==> src/rtl/lkvc_pkg.sv <==
package lkvc_pkg;

  localparam int CFG_BITS = 5;
  localparam logic [CFG_BITS-1:0] CAPACITY_RESET = 5'd16;

  localparam logic CMD_GET = 1'b0;
  localparam logic CMD_PUT = 1'b1;

  typedef struct packed {
    logic               command;
    logic signed [31:0] key;
    logic signed [31:0] value;
  } req_word_t;

  typedef struct packed {
    logic               hit;
    logic signed [31:0] read_value;
    logic               evicted;
  } rsp_word_t;

endpackage

==> src/rtl/lkvc_ram.sv <==
module lkvc_ram #(
  parameter int DEPTH = 16,
  parameter int WIDTH = 8
) (
  input  logic                     clk,
  input  logic                     we,
  input  logic [$clog2(DEPTH)-1:0] waddr,
  input  logic [WIDTH-1:0]         wdata,
  input  logic [$clog2(DEPTH)-1:0] raddr,
  output logic [WIDTH-1:0]         rdata
);

  logic [WIDTH-1:0] mem [DEPTH];

  always_ff @(posedge clk) begin
    if (we) begin
      mem[waddr] <= wdata;
    end
  end

  always_ff @(posedge clk) begin
    rdata <= mem[raddr];
  end

endmodule

==> src/rtl/lru_key_value_cache.sv <==
// Channel    Signals                        Handshake
// request    start, busy, request           taken when start is high and busy is low
// response   response_valid, response       one-cycle strobe, no back pressure
// config     cfg_valid, cfg_ready, cfg_data written when cfg_valid and cfg_ready
//
// Each word runs a search sweep over the key/value and rank memories (one read a
// cycle), a decision state, and for a hit or a put a rank update sweep. The
// response strobe comes at the end of the update sweep, or from the decision state
// for a get that misses. Busy drops in the strobe cycle. Reset empties the store at
// once (valid bits in flops) and sets capacity to 16.
module lru_key_value_cache #(
  parameter int ENTRIES  = 16,
  parameter int KEY_BITS = 32
) (
  input  logic                       clk,
  input  logic                       rst,
  input  logic                       start,
  output logic                       busy,
  input  lkvc_pkg::req_word_t        request,
  output logic                       response_valid,
  output lkvc_pkg::rsp_word_t        response,
  input  logic                       cfg_valid,
  output logic                       cfg_ready,
  input  logic [lkvc_pkg::CFG_BITS-1:0] cfg_data
);

  localparam int IDX_BITS  = $clog2(ENTRIES);
  localparam int CNT_BITS  = $clog2(ENTRIES + 1);
  localparam int CMP_BITS  = (CNT_BITS > lkvc_pkg::CFG_BITS) ? CNT_BITS : lkvc_pkg::CFG_BITS;
  localparam int KV_BITS   = KEY_BITS + 32;
  localparam logic [IDX_BITS-1:0] LAST_IDX = IDX_BITS'(ENTRIES - 1);

  typedef enum logic [3:0] {
    ST_IDLE   = 4'b0001,
    ST_SEARCH = 4'b0010,
    ST_DECIDE = 4'b0100,
    ST_UPDATE = 4'b1000
  } state_t;

  state_t state;

  logic [lkvc_pkg::CFG_BITS-1:0] capacity;
  logic [CNT_BITS-1:0]           occupancy;
  logic [ENTRIES-1:0]            valid;

  lkvc_pkg::req_word_t cur;
  logic [KEY_BITS-1:0] key_m;
  logic [95:0]         key_wide;

  logic [CNT_BITS-1:0] cnt;
  logic                rd_pend;
  logic [IDX_BITS-1:0] rd_idx;

  logic                found;
  logic [IDX_BITS-1:0] found_idx;
  logic [IDX_BITS-1:0] found_rank;
  logic signed [31:0]  found_val;
  logic                free_found;
  logic [IDX_BITS-1:0] free_idx;
  logic [IDX_BITS-1:0] lru_idx;
  logic [IDX_BITS-1:0] lru2_idx;

  logic [IDX_BITS-1:0] target;
  logic [IDX_BITS-1:0] thr;
  logic                inc_all;

  logic                kv_we;
  logic [IDX_BITS-1:0] kv_waddr;
  logic [KV_BITS-1:0]  kv_wdata;
  logic [KV_BITS-1:0]  kv_rdata;
  logic                rank_we;
  logic [IDX_BITS-1:0] rank_wdata;
  logic [IDX_BITS-1:0] rank_rdata;
  logic [IDX_BITS-1:0] raddr;

  logic [KEY_BITS-1:0] rd_key;
  logic [CNT_BITS-1:0] rank_ext;
  logic [CNT_BITS-1:0] occ_m1;
  logic [CNT_BITS-1:0] occ_m2;
  logic [CMP_BITS-1:0] cap_ext;
  logic [CMP_BITS-1:0] eff_cap;
  logic [CMP_BITS-1:0] occ_ext;
  logic                cap_full;
  logic                cap_over;
  logic                is_put;
  logic [IDX_BITS-1:0] evict_idx;

  assign busy      = (state != ST_IDLE);
  assign cfg_ready = !busy;

  // Keys are sign extended and then cut to the stored key width.
  assign key_wide = {{64{request.key[31]}}, request.key};

  assign raddr    = cnt[IDX_BITS-1:0];
  assign rd_key   = kv_rdata[KV_BITS-1:32];
  assign rank_ext = CNT_BITS'(rank_rdata);
  assign occ_m1   = occupancy - 1'b1;
  assign occ_m2   = occupancy - 2'd2;

  always_comb begin
    cap_ext = CMP_BITS'(capacity);
    eff_cap = cap_ext;
    if (cap_ext == '0) begin
      eff_cap = CMP_BITS'(1);
    end else if (cap_ext > CMP_BITS'(ENTRIES)) begin
      eff_cap = CMP_BITS'(ENTRIES);
    end
  end

  assign occ_ext   = CMP_BITS'(occupancy);
  assign cap_full  = (occ_ext >= eff_cap);
  assign cap_over  = (occ_ext > eff_cap);
  assign is_put    = (cur.command == lkvc_pkg::CMD_PUT);
  // If the hit entry was the least recent, the touch makes the next one least recent.
  assign evict_idx = (found_idx == lru_idx) ? lru2_idx : lru_idx;

  always_comb begin
    kv_we    = (state == ST_DECIDE) && is_put;
    kv_wdata = {key_m, cur.value};
    if (found) begin
      kv_waddr = found_idx;
    end else if (!cap_full) begin
      kv_waddr = free_idx;
    end else begin
      kv_waddr = lru_idx;
    end
  end

  always_comb begin
    rank_we    = 1'b0;
    rank_wdata = rank_rdata + 1'b1;
    if (rd_idx == target) begin
      rank_wdata = '0;
    end
    if ((state == ST_UPDATE) && rd_pend && valid[rd_idx]) begin
      rank_we = (rd_idx == target) || inc_all || (rank_rdata < thr);
    end
  end

  lkvc_ram #(
    .DEPTH(ENTRIES),
    .WIDTH(KV_BITS)
  ) u_kv_ram (
    .clk  (clk),
    .we   (kv_we),
    .waddr(kv_waddr),
    .wdata(kv_wdata),
    .raddr(raddr),
    .rdata(kv_rdata)
  );

  lkvc_ram #(
    .DEPTH(ENTRIES),
    .WIDTH(IDX_BITS)
  ) u_rank_ram (
    .clk  (clk),
    .we   (rank_we),
    .waddr(rd_idx),
    .wdata(rank_wdata),
    .raddr(raddr),
    .rdata(rank_rdata)
  );

  always_ff @(posedge clk) begin
    if (rst) begin
      capacity <= lkvc_pkg::CAPACITY_RESET;
    end else if (cfg_valid && cfg_ready) begin
      capacity <= cfg_data;
    end
  end

  always_ff @(posedge clk) begin
    if (rst) begin
      state          <= ST_IDLE;
      occupancy      <= '0;
      valid          <= '0;
      response_valid <= 1'b0;
      rd_pend        <= 1'b0;
      cnt            <= '0;
    end else begin
      response_valid <= 1'b0;
      case (state)
        ST_IDLE: begin
          if (start) begin
            cur        <= request;
            key_m      <= key_wide[KEY_BITS-1:0];
            cnt        <= '0;
            rd_pend    <= 1'b0;
            found      <= 1'b0;
            free_found <= 1'b0;
            state      <= ST_SEARCH;
          end
        end
        ST_SEARCH: begin
          if (cnt < CNT_BITS'(ENTRIES)) begin
            cnt     <= cnt + 1'b1;
            rd_pend <= 1'b1;
            rd_idx  <= raddr;
          end else begin
            rd_pend <= 1'b0;
          end
          if (rd_pend) begin
            if (valid[rd_idx]) begin
              if (!found && (rd_key == key_m)) begin
                found      <= 1'b1;
                found_idx  <= rd_idx;
                found_rank <= rank_rdata;
                found_val  <= kv_rdata[31:0];
              end
              if (rank_ext == occ_m1) begin
                lru_idx <= rd_idx;
              end
              if (rank_ext == occ_m2) begin
                lru2_idx <= rd_idx;
              end
            end else if (!free_found) begin
              free_found <= 1'b1;
              free_idx   <= rd_idx;
            end
            if (rd_idx == LAST_IDX) begin
              state <= ST_DECIDE;
            end
          end
        end
        ST_DECIDE: begin
          cnt     <= '0;
          rd_pend <= 1'b0;
          if (!is_put) begin
            response.evicted <= 1'b0;
            if (found) begin
              response.hit        <= 1'b1;
              response.read_value <= found_val;
              target              <= found_idx;
              thr                 <= found_rank;
              inc_all             <= 1'b0;
              state               <= ST_UPDATE;
            end else begin
              response.hit        <= 1'b0;
              response.read_value <= '0;
              response_valid      <= 1'b1;
              state               <= ST_IDLE;
            end
          end else begin
            response.read_value <= '0;
            response.hit        <= found;
            target              <= kv_waddr;
            state               <= ST_UPDATE;
            if (found) begin
              thr     <= found_rank;
              inc_all <= 1'b0;
              if (cap_over) begin
                valid[evict_idx] <= 1'b0;
                occupancy        <= occupancy - 1'b1;
                response.evicted <= 1'b1;
              end else begin
                response.evicted <= 1'b0;
              end
            end else if (!cap_full) begin
              valid[free_idx]  <= 1'b1;
              occupancy        <= occupancy + 1'b1;
              inc_all          <= 1'b1;
              response.evicted <= 1'b0;
            end else begin
              inc_all          <= 1'b1;
              response.evicted <= 1'b1;
            end
          end
        end
        ST_UPDATE: begin
          if (cnt < CNT_BITS'(ENTRIES)) begin
            cnt     <= cnt + 1'b1;
            rd_pend <= 1'b1;
            rd_idx  <= raddr;
          end else begin
            rd_pend <= 1'b0;
          end
          if (rd_pend && (rd_idx == LAST_IDX)) begin
            response_valid <= 1'b1;
            state          <= ST_IDLE;
          end
        end
        default: begin
          state <= ST_IDLE;
        end
      endcase
    end
  end

endmodule
==> config.mk <==
export PLATFORM = sky130hd
export DESIGN_NAME = lru_key_value_cache
export DESIGN_NICKNAME = d
export VERILOG_FILES = /design/src/rtl/lkvc_pkg.sv /design/src/rtl/lkvc_ram.sv /design/src/rtl/lru_key_value_cache.sv
export SDC_FILE = /design/constraint.sdc
export NUM_CORES = 1
export LEC_CHECK = 0
export BUFFER_PORTS_ARGS = -buffer_cell sky130_fd_sc_hd__buf_2
export CORE_ASPECT_RATIO = 1.25
export CORE_MARGIN = 2
export CORE_UTILIZATION = 25
export DETAILED_ROUTE_END_ITERATION = 10
export GPL_TIMING_DRIVEN = 0
export PLACE_DENSITY = 0.46
export SYNTH_ARGS = -nofsm -noshare
export SYNTH_HDL_FRONTEND = slang
export SYNTH_SLANG_ARGS = --single-unit
==> constraint.sdc <==
create_clock -name clk -period 6.8 [get_ports clk]
set_input_delay 0.68 -clock clk [delete_from_list [all_inputs] [get_ports clk]]
set_output_delay 0.68 -clock clk [all_outputs]
set_load 0.01 [all_outputs]
Yosys cells after proc, flatten, opt, wreduce, memory -nomap -nowiden --
Memory sizes are Yosys's and may differ from the RTL's. A register that Yosys moved wholly into a read port is not among the register bits. Index checks and enable logic that the tools add are counted.
Word-level totals: bits in registers 203, bits in latches 0, bits in writable memories 1088, ROM bits 0, input port bits 74, output and inout port bits 37, logic and storage cells 159, memories 2
Cells by class: $add $sub $neg 5, multipliers 0, div/mod/pow operators 0, magnitude comparators 10, equal/unequal tests 21, shift-type cells 0, multiplexer cells 56, bitwise operators 7, reduce and logical (&&, ||, !) cells 33
Memory list:
- u_kv_ram.mem | depth 16, width 64, read ports 1, clocked after memory_dff 1, wr ports 1, RTL line lkvc_ram.sv:13 | logic [WIDTH-1:0] mem [DEPTH];
- u_rank_ram.mem | depth 16, width 4, read ports 1, clocked after memory_dff 1, wr ports 1, RTL line lkvc_ram.sv:13
Operator list (count):
- $mux 16 | 3
- $mux 4 | 12
- $mux 5 | 7
- $mux 34 | 1
- $mux 33 | 1
- $eq 32x32->1 | 1
- $reduce_and 5->1 | 5
- $mux 1 | 23
- $and 16x16->16 | 1
- $not 16->16 | 1
- $or 16x16->16 | 1
- $pmux 4 s4 | 1
- $lt 4x5->1 const B | 3
- $pmux 5 s3 | 1
- $reduce_and 3->1 | 5
- $ne 2x2->1 const B | 7
- $add 5x1->5 const B | 2
- $eq 4x5->1 | 2
- $demux 1 s4 | 2
- $eq 4x4->1 | 2
- $eq 4x4->1 const B | 2
- $ge 4x1->1 const B | 2
- $logic_and 1x1->1 | 8
- $reduce_and 4->1 | 2
- 25 further kinds | 37

Logic depth before layout (Yosys ltp) --
depth in word-level cells 10, gate-level depth with buffers 11, gate-level depth less buffers 10

By module --
From an unflattened synthesis, not the netlist that was laid out.
Second synthesis, totals: cells, all modules 2365, area total of the unflattened synthesis 50753.7 um^2
Modules (own cells, without submodules):
- lkvc_ram (u_kv_ram) | times used 1, cells an instance 1647, area an instance 39581.7 um^2, seq. area each 32030.7 um^2
- lru_key_value_cache | times used 1, cells an instance 588, area an instance 8505.7 um^2, seq. area each 5725.5 um^2
- lkvc_ram (u_rank_ram) | times used 1, cells an instance 130, area an instance 2666.3 um^2, seq. area each 2001.9 um^2

Least setup slack after synthesis --
No wires, ideal clock.
path type reg2reg, from reg capacity, in the netlist cap_ext[4], to mem u_kv_ram.mem[0][0] in the netlist's numbering (enable), library setup time 487 ps, arrival time 4611 ps, data required time 6313 ps, path slack 1702 ps, cell stages (with the launch flop) 11, period minus slack after synthesis 5098 ps, cells stage by stage dfxtp_1 -> inv_1 -> nand2_1 -> ha_1 -> a21o_1 -> a21oi_1 -> o21ai_1 -> buf_2 -> mux2_2 -> a22oi_1 -> nor2_1
Between the ends: cells in the longest elaborated chain, start to end 6, elaborated cells on any way between the ends 7, classes of those cells order compare (2); mux (4); reduce/logical (1)
Ends and longest elaborated chain:
- start: declaration | RTL line lru_key_value_cache.sv:42 | logic [lkvc_pkg::CFG_BITS-1:0] capacity;
- start signal: assignment | RTL line lru_key_value_cache.sv:166 | capacity <= lkvc_pkg::CAPACITY_RESET;
- start signal: assignment | RTL line lru_key_value_cache.sv:168 | capacity <= cfg_data;
- $gt 5x5->1 | RTL line lru_key_value_cache.sv:105 | end else if (cap_ext > CMP_BITS'(ENTRIES)) begin
- $mux 5 | RTL line lru_key_value_cache.sv:105
- $mux 5 (*) | RTL line lru_key_value_cache.sv:103 | if (cap_ext == '0) begin
- $ge 5x5->1 (*) | RTL line lru_key_value_cache.sv:111 | assign cap_full = (occ_ext >= eff_cap);
- $mux 4 (*) | RTL line lru_key_value_cache.sv:122 | end else if (!cap_full) begin
- $mux 4 (*) | RTL line lru_key_value_cache.sv:120 | if (found) begin
- end: declaration | RTL line lkvc_ram.sv:13
Mark *: on every way between the ends. The rest lies on a longest branch, timed or not.

Worst setup path after layout --
from reg occupancy[0], in the netlist occ_ext[0], to mem u_kv_ram.mem[4][22] in the netlist's numbering (enable)
Between the ends: cells in the longest elaborated chain, start to end 3
Ends and longest elaborated chain:
- start: declaration | RTL line lru_key_value_cache.sv:43 | logic [CNT_BITS-1:0] occupancy;
- start signal: assignment | RTL line lru_key_value_cache.sv:253 | occupancy <= occupancy - 1'b1;
- start signal: assignment | RTL line lru_key_value_cache.sv:260 | occupancy <= occupancy + 1'b1;
- $ge 5x5->1 | RTL line lru_key_value_cache.sv:111
- $mux 4 | RTL line lru_key_value_cache.sv:122
- $mux 4 | RTL line lru_key_value_cache.sv:120
No other way between the ends.

==> results <==
- The worst setup path is captured at a register.
- The number of placed instances, taps included, is between 5000 and 6000.
- The HPWL reported at the end of detailed placement is approximately 84 mm.
- The maximum cell stage delay along the critical path is 0.79 ns.
- By area, the combinational part of the netlist is dominated by multiplexers.
- The critical register-to-register path endpoint is u_kv_ram.mem[4][22].
- The max-slew violation count is 0.
- Wires add up to 132.1 mm.
- Buffers added to address setup during post-CTS repair amount to 0.
- The xor-xnor portion of the synthesized cell area is less than 1%.
- The first detailed-routing pass took 5 iterations.
- The number of enable flip-flop cells after synthesis is between 1000 and 1500.
- Along the worst path, the maximum fanout reaches 15.
- The die covers around 210000 um^2.
- The layout has about 20000 filler cells.
- Row generation in the floorplan step produced roughly 190 rows.
- The depth of the CTS H-tree is 4.
- In the synthesized netlist the dominant register cell turns out to be edfxtp_1.
- The biggest area contributor in the post-synthesis netlist is edfxtp_1.
- The overall via count from detail_route is approximately 24000.
- The register area share after synthesis is between 70% and 80%.
- Entering global routing, the biggest net connects 26 pins.
- In this run the register-to-register setup slack is about 2.2 ns.
- The number of global-route vias before repair is around 25000.
- The cell count after synthesis came out at around 2300.
- Summing the areas of all compound-gate instances in the mapped netlist gives 1.258% of the synthesized area.
- The startpoint class of the critical path is a register.
- The cell sitting at the root of the clock tree is a clkbuf_16.
- The global-route wire length before repair is 188.4 mm.
- The cell leakage power is 18.36 nW.
- After detailed routing, the average wire length per cell comes to approximately 24 um.
- The master of the slowest instance on the critical path is a22oi_1.
- The run finished with clean final reports.
- Walking the worst path, the cells encountered are inv_1 > ha_1 > nand2b_1 > a21oi_1 > o21ai_1 > buf_2 > mux2_2 > a22oi_1 > nor2_4 > buf_16 > buf_16 > buf_16 > buf_16.
- The final hold violation count is 0.
- The net total in the final layout is about 2700.
- After the first detailed-routing iteration, the DRC count stood at 1956.
- Compared with the post-synthesis result, the final layout area differs by 19.36%.
- Data on the critical path is required at its endpoint by around 7.3 ns.
- Counting instances, the worst hold path has a depth of 1.
- The average cell area after synthesis is between 20 and 25 um^2.
- Synthesis inferred 1359 register bits.
- The number of cells on the worst reg-to-reg path is 13.
- The clock transition at the registers of the reported paths is around 0.06 ns.
- The path type of the worst setup path is register to register.
- For this configuration, the core starts out at a cell density of between 20% and 30%.
- The number of buffers and inverters on the critical path is 6.
- The launch point of the worst reg-to-reg path is occ_ext[0].
- By area the synthesized netlist is led by edfxtp_1 74%, mux4_2 15%, dfxtp_1 4.1%.
- Input and output buffers added on the ports amount to 109.
- The number of hold buffers added after CTS was 0.
- The worst slew margin relative to its limit is about a tenth.
- Cells with a size suffix above 1 make up about 29% of the layout.
- The standard cell area after detailed placement is 56320 um^2.
- The net count of the mapped netlist is about 2400.
- The cell with the most instances on the worst path is buf_16.
- For this run the aggregate overflow at the end of global routing stands at 0.
- Setup violations remaining at the end of the flow were counted as 0.
- The via density per instance is between 4 and 5.
- The worst hold path terminates at key_m[16].
- In this run the count of I/O pins placed on the die edge is between 100 and 150.
- The largest buffer count on any clock path is 3.
- The die boundary height is 508.6 um.
- The simple-gate area share of the yosys netlist is 2.489%.
- In this run the remaining antenna-violating nets after routing total 0.
- The dominant delay contributor by cell family on the critical path is buffers and inverters.
- At the pin with the least slew margin, the transition time is about 1.3 ns.
- In the synthesized netlist the async set-or-reset flop fraction comes to 0%.
- In this run the cell area of the synthesized design comes to between 50000 and 60000 um^2.
- The finished cells cover between 60000 and 70000 um^2.
- At the end of routability-driven placement, the weighted congestion stood at 0.7346.
- The clock skew is around 0.034 ns.
- Global routing used approximately an eighth of the available tracks.
- The portion of synthesized area spent on multiplexers is about 16%.
- The worst hold path begins at request[48].
- For this run, design rule violations remaining after detail routing come to 0.
- The die is 407.7 um wide.
- Setup repair after global routing left no endpoint under its margin.
- The post-synthesis adder-cell area fraction is less than 1%.
- Power spread over the standard cell area amounts to approximately 300 nW/um^2.
- The final critical path takes up between 60% and 70% of the cycle.
- The floorplan core area is between 200000 and 250000 um^2.
- Subtracting the final worst setup slack from the clock period gives 4.559 ns.
- The number of gates resized after CTS was 0.
- At the end of the flow the core is filled with cells to roughly 30%.
- CTS saw ~1400 sinks.
- Excluding fillers, the count of instances in the completed layout stands at roughly 5400.
- The class of the tightest hold or removal check is input port to register.
- Yosys mapped the design onto between 50 and 60 distinct sky130hd cell types.
- The clock reaches the later pin of the worst-skew pair after 0.78 ns.
- The initial antenna violation count was 12.
- The worst-case IR drop observed on VDD is 0.1740 mV.
- Max-cap violations in this run came to 0.
- The total CTS buffers is between 100 and 150.
- The Yosys warning count is 0.
- The highest achievable clock rate is 0.2193 GHz.
- At the worst endpoint, the arrival time is ~5 ns.
- The clock tree from TritonCTS is yes.
- Of the post-synthesis cell area, the dominant cell type holds around 74%.
-- cell usage in the layout, fill, tap and decap left out, types with 22 or more instances in the layout --
cell type / instances
and2_1: 35
buf_12: 50
buf_2: 138
clkbuf_1: 106
clkbuf_16: 143
dfxtp_1: 105
edfxtp_1: 1254
mux4_2: 348
nand2_1: 38
nand3_1: 22
nor2_1: 44
nor3_1: 25
o21ai_0: 28
xor2_1: 38
-- report_power, final --
part	switching, W	internal (W)	total (W)
Sequential	0.000249	0.00942	0.00967
Combinational	0.000690	0.000565	0.00126
Clock	0.00326	0.00426	0.00751
-- sequential cells by signal, indices dropped and copies added, names as in the netlist, 16 cells and up --
| signal | count |
|---|---|
| cur | 32 |
| u_kv_ram.rdata | 64 |
| key_m | 32 |
| u_kv_ram.mem | 1024 |
| u_rank_ram.mem | 64 |
| valid | 16 |
| found_val | 32 |
| response | 34 |
-- cell families (layout without fill, tap and decap cells) --
| group | count (synthesis) | in the layout |
|---|---|---|
| xor+xnor | 53 | 53 |
| flops | 1359 | 1359 |
| compound gates | 102 | 102 |
| buf+inv | 119 | 548 |
| simple gates | 244 | 244 |
| other cells | 0 | 2 |
| mux | 372 | 372 |
| fa+ha+maj | 15 | 15 |
-- area by class of cell --
class	count	area [um^2]	area share, %
clock inverters	60	566.8	0.9323
clock buffers	199	3899	6.413
multi-input cells	786	10790	17.75
inverters	15	56.30	0.09261
diodes	2	5.005	0.008232
plain buffers	104	469.2	0.7718
flip-flops and latches	1359	39760	65.40
repair buffers	170	1857	3.054
well taps	2711	3392	5.579
-- metrics by stage --
stage,hold WS [ns],TNS [ns],worst slack [ns],power (W)
floorplan,0.3855,0,1.702,0.01061
global placement,0.3883,-3701.00,-3.774,0.01113
detailed placement,0.3887,0,2.190,0.01116
CTS,0.006302,0,2.152,0.01875
global route,0.02527,0,1.972,0.01913
finish,0.08455,0,2.241,0.01844
-- layer usage --
layer,part of all wire [%],up-vias,GRT usage [%]
li1,-,10110,-
met1,44,12770,16.93
met2,49,624,21.41
met3,4.5,156,2.256
met4,2.0,2,3.369
met5,0.0098,-,0
-- cells in the mapped netlist (9+ instances only) --
master,instances
buf_2,29
xnor2_1,15
nor2b_1,11
o21ai_0,28
a21oi_1,17
xor2_1,38
nor4_1,10
clkbuf_1,61
a31oi_1,18
inv_1,15
edfxtp_1,1254
a211oi_1,18
ha_1,15
and2_1,35
mux2i_1,15
nand2_1,38
dfxtp_1,105
nor3_1,25
mux4_2,348
mux2_2,9
nor2_1,63
nand3_1,22
-- worst max path at each step --
stage                    start             endpoint  cells past startpoint
global placement    occ_ext[0]  u_kv_ram.mem[6][25]                      9
detailed placement  occ_ext[0]  u_kv_ram.mem[4][24]                     13
finish              occ_ext[0]  u_kv_ram.mem[4][22]                     13
CTS                 occ_ext[0]  u_kv_ram.mem[4][24]                     13
global route        occ_ext[0]  u_kv_ram.mem[4][24]                     13
floorplan           cap_ext[4]   u_kv_ram.mem[0][0]                     10
No activity file was read; power rests on OpenSTA's default activity.
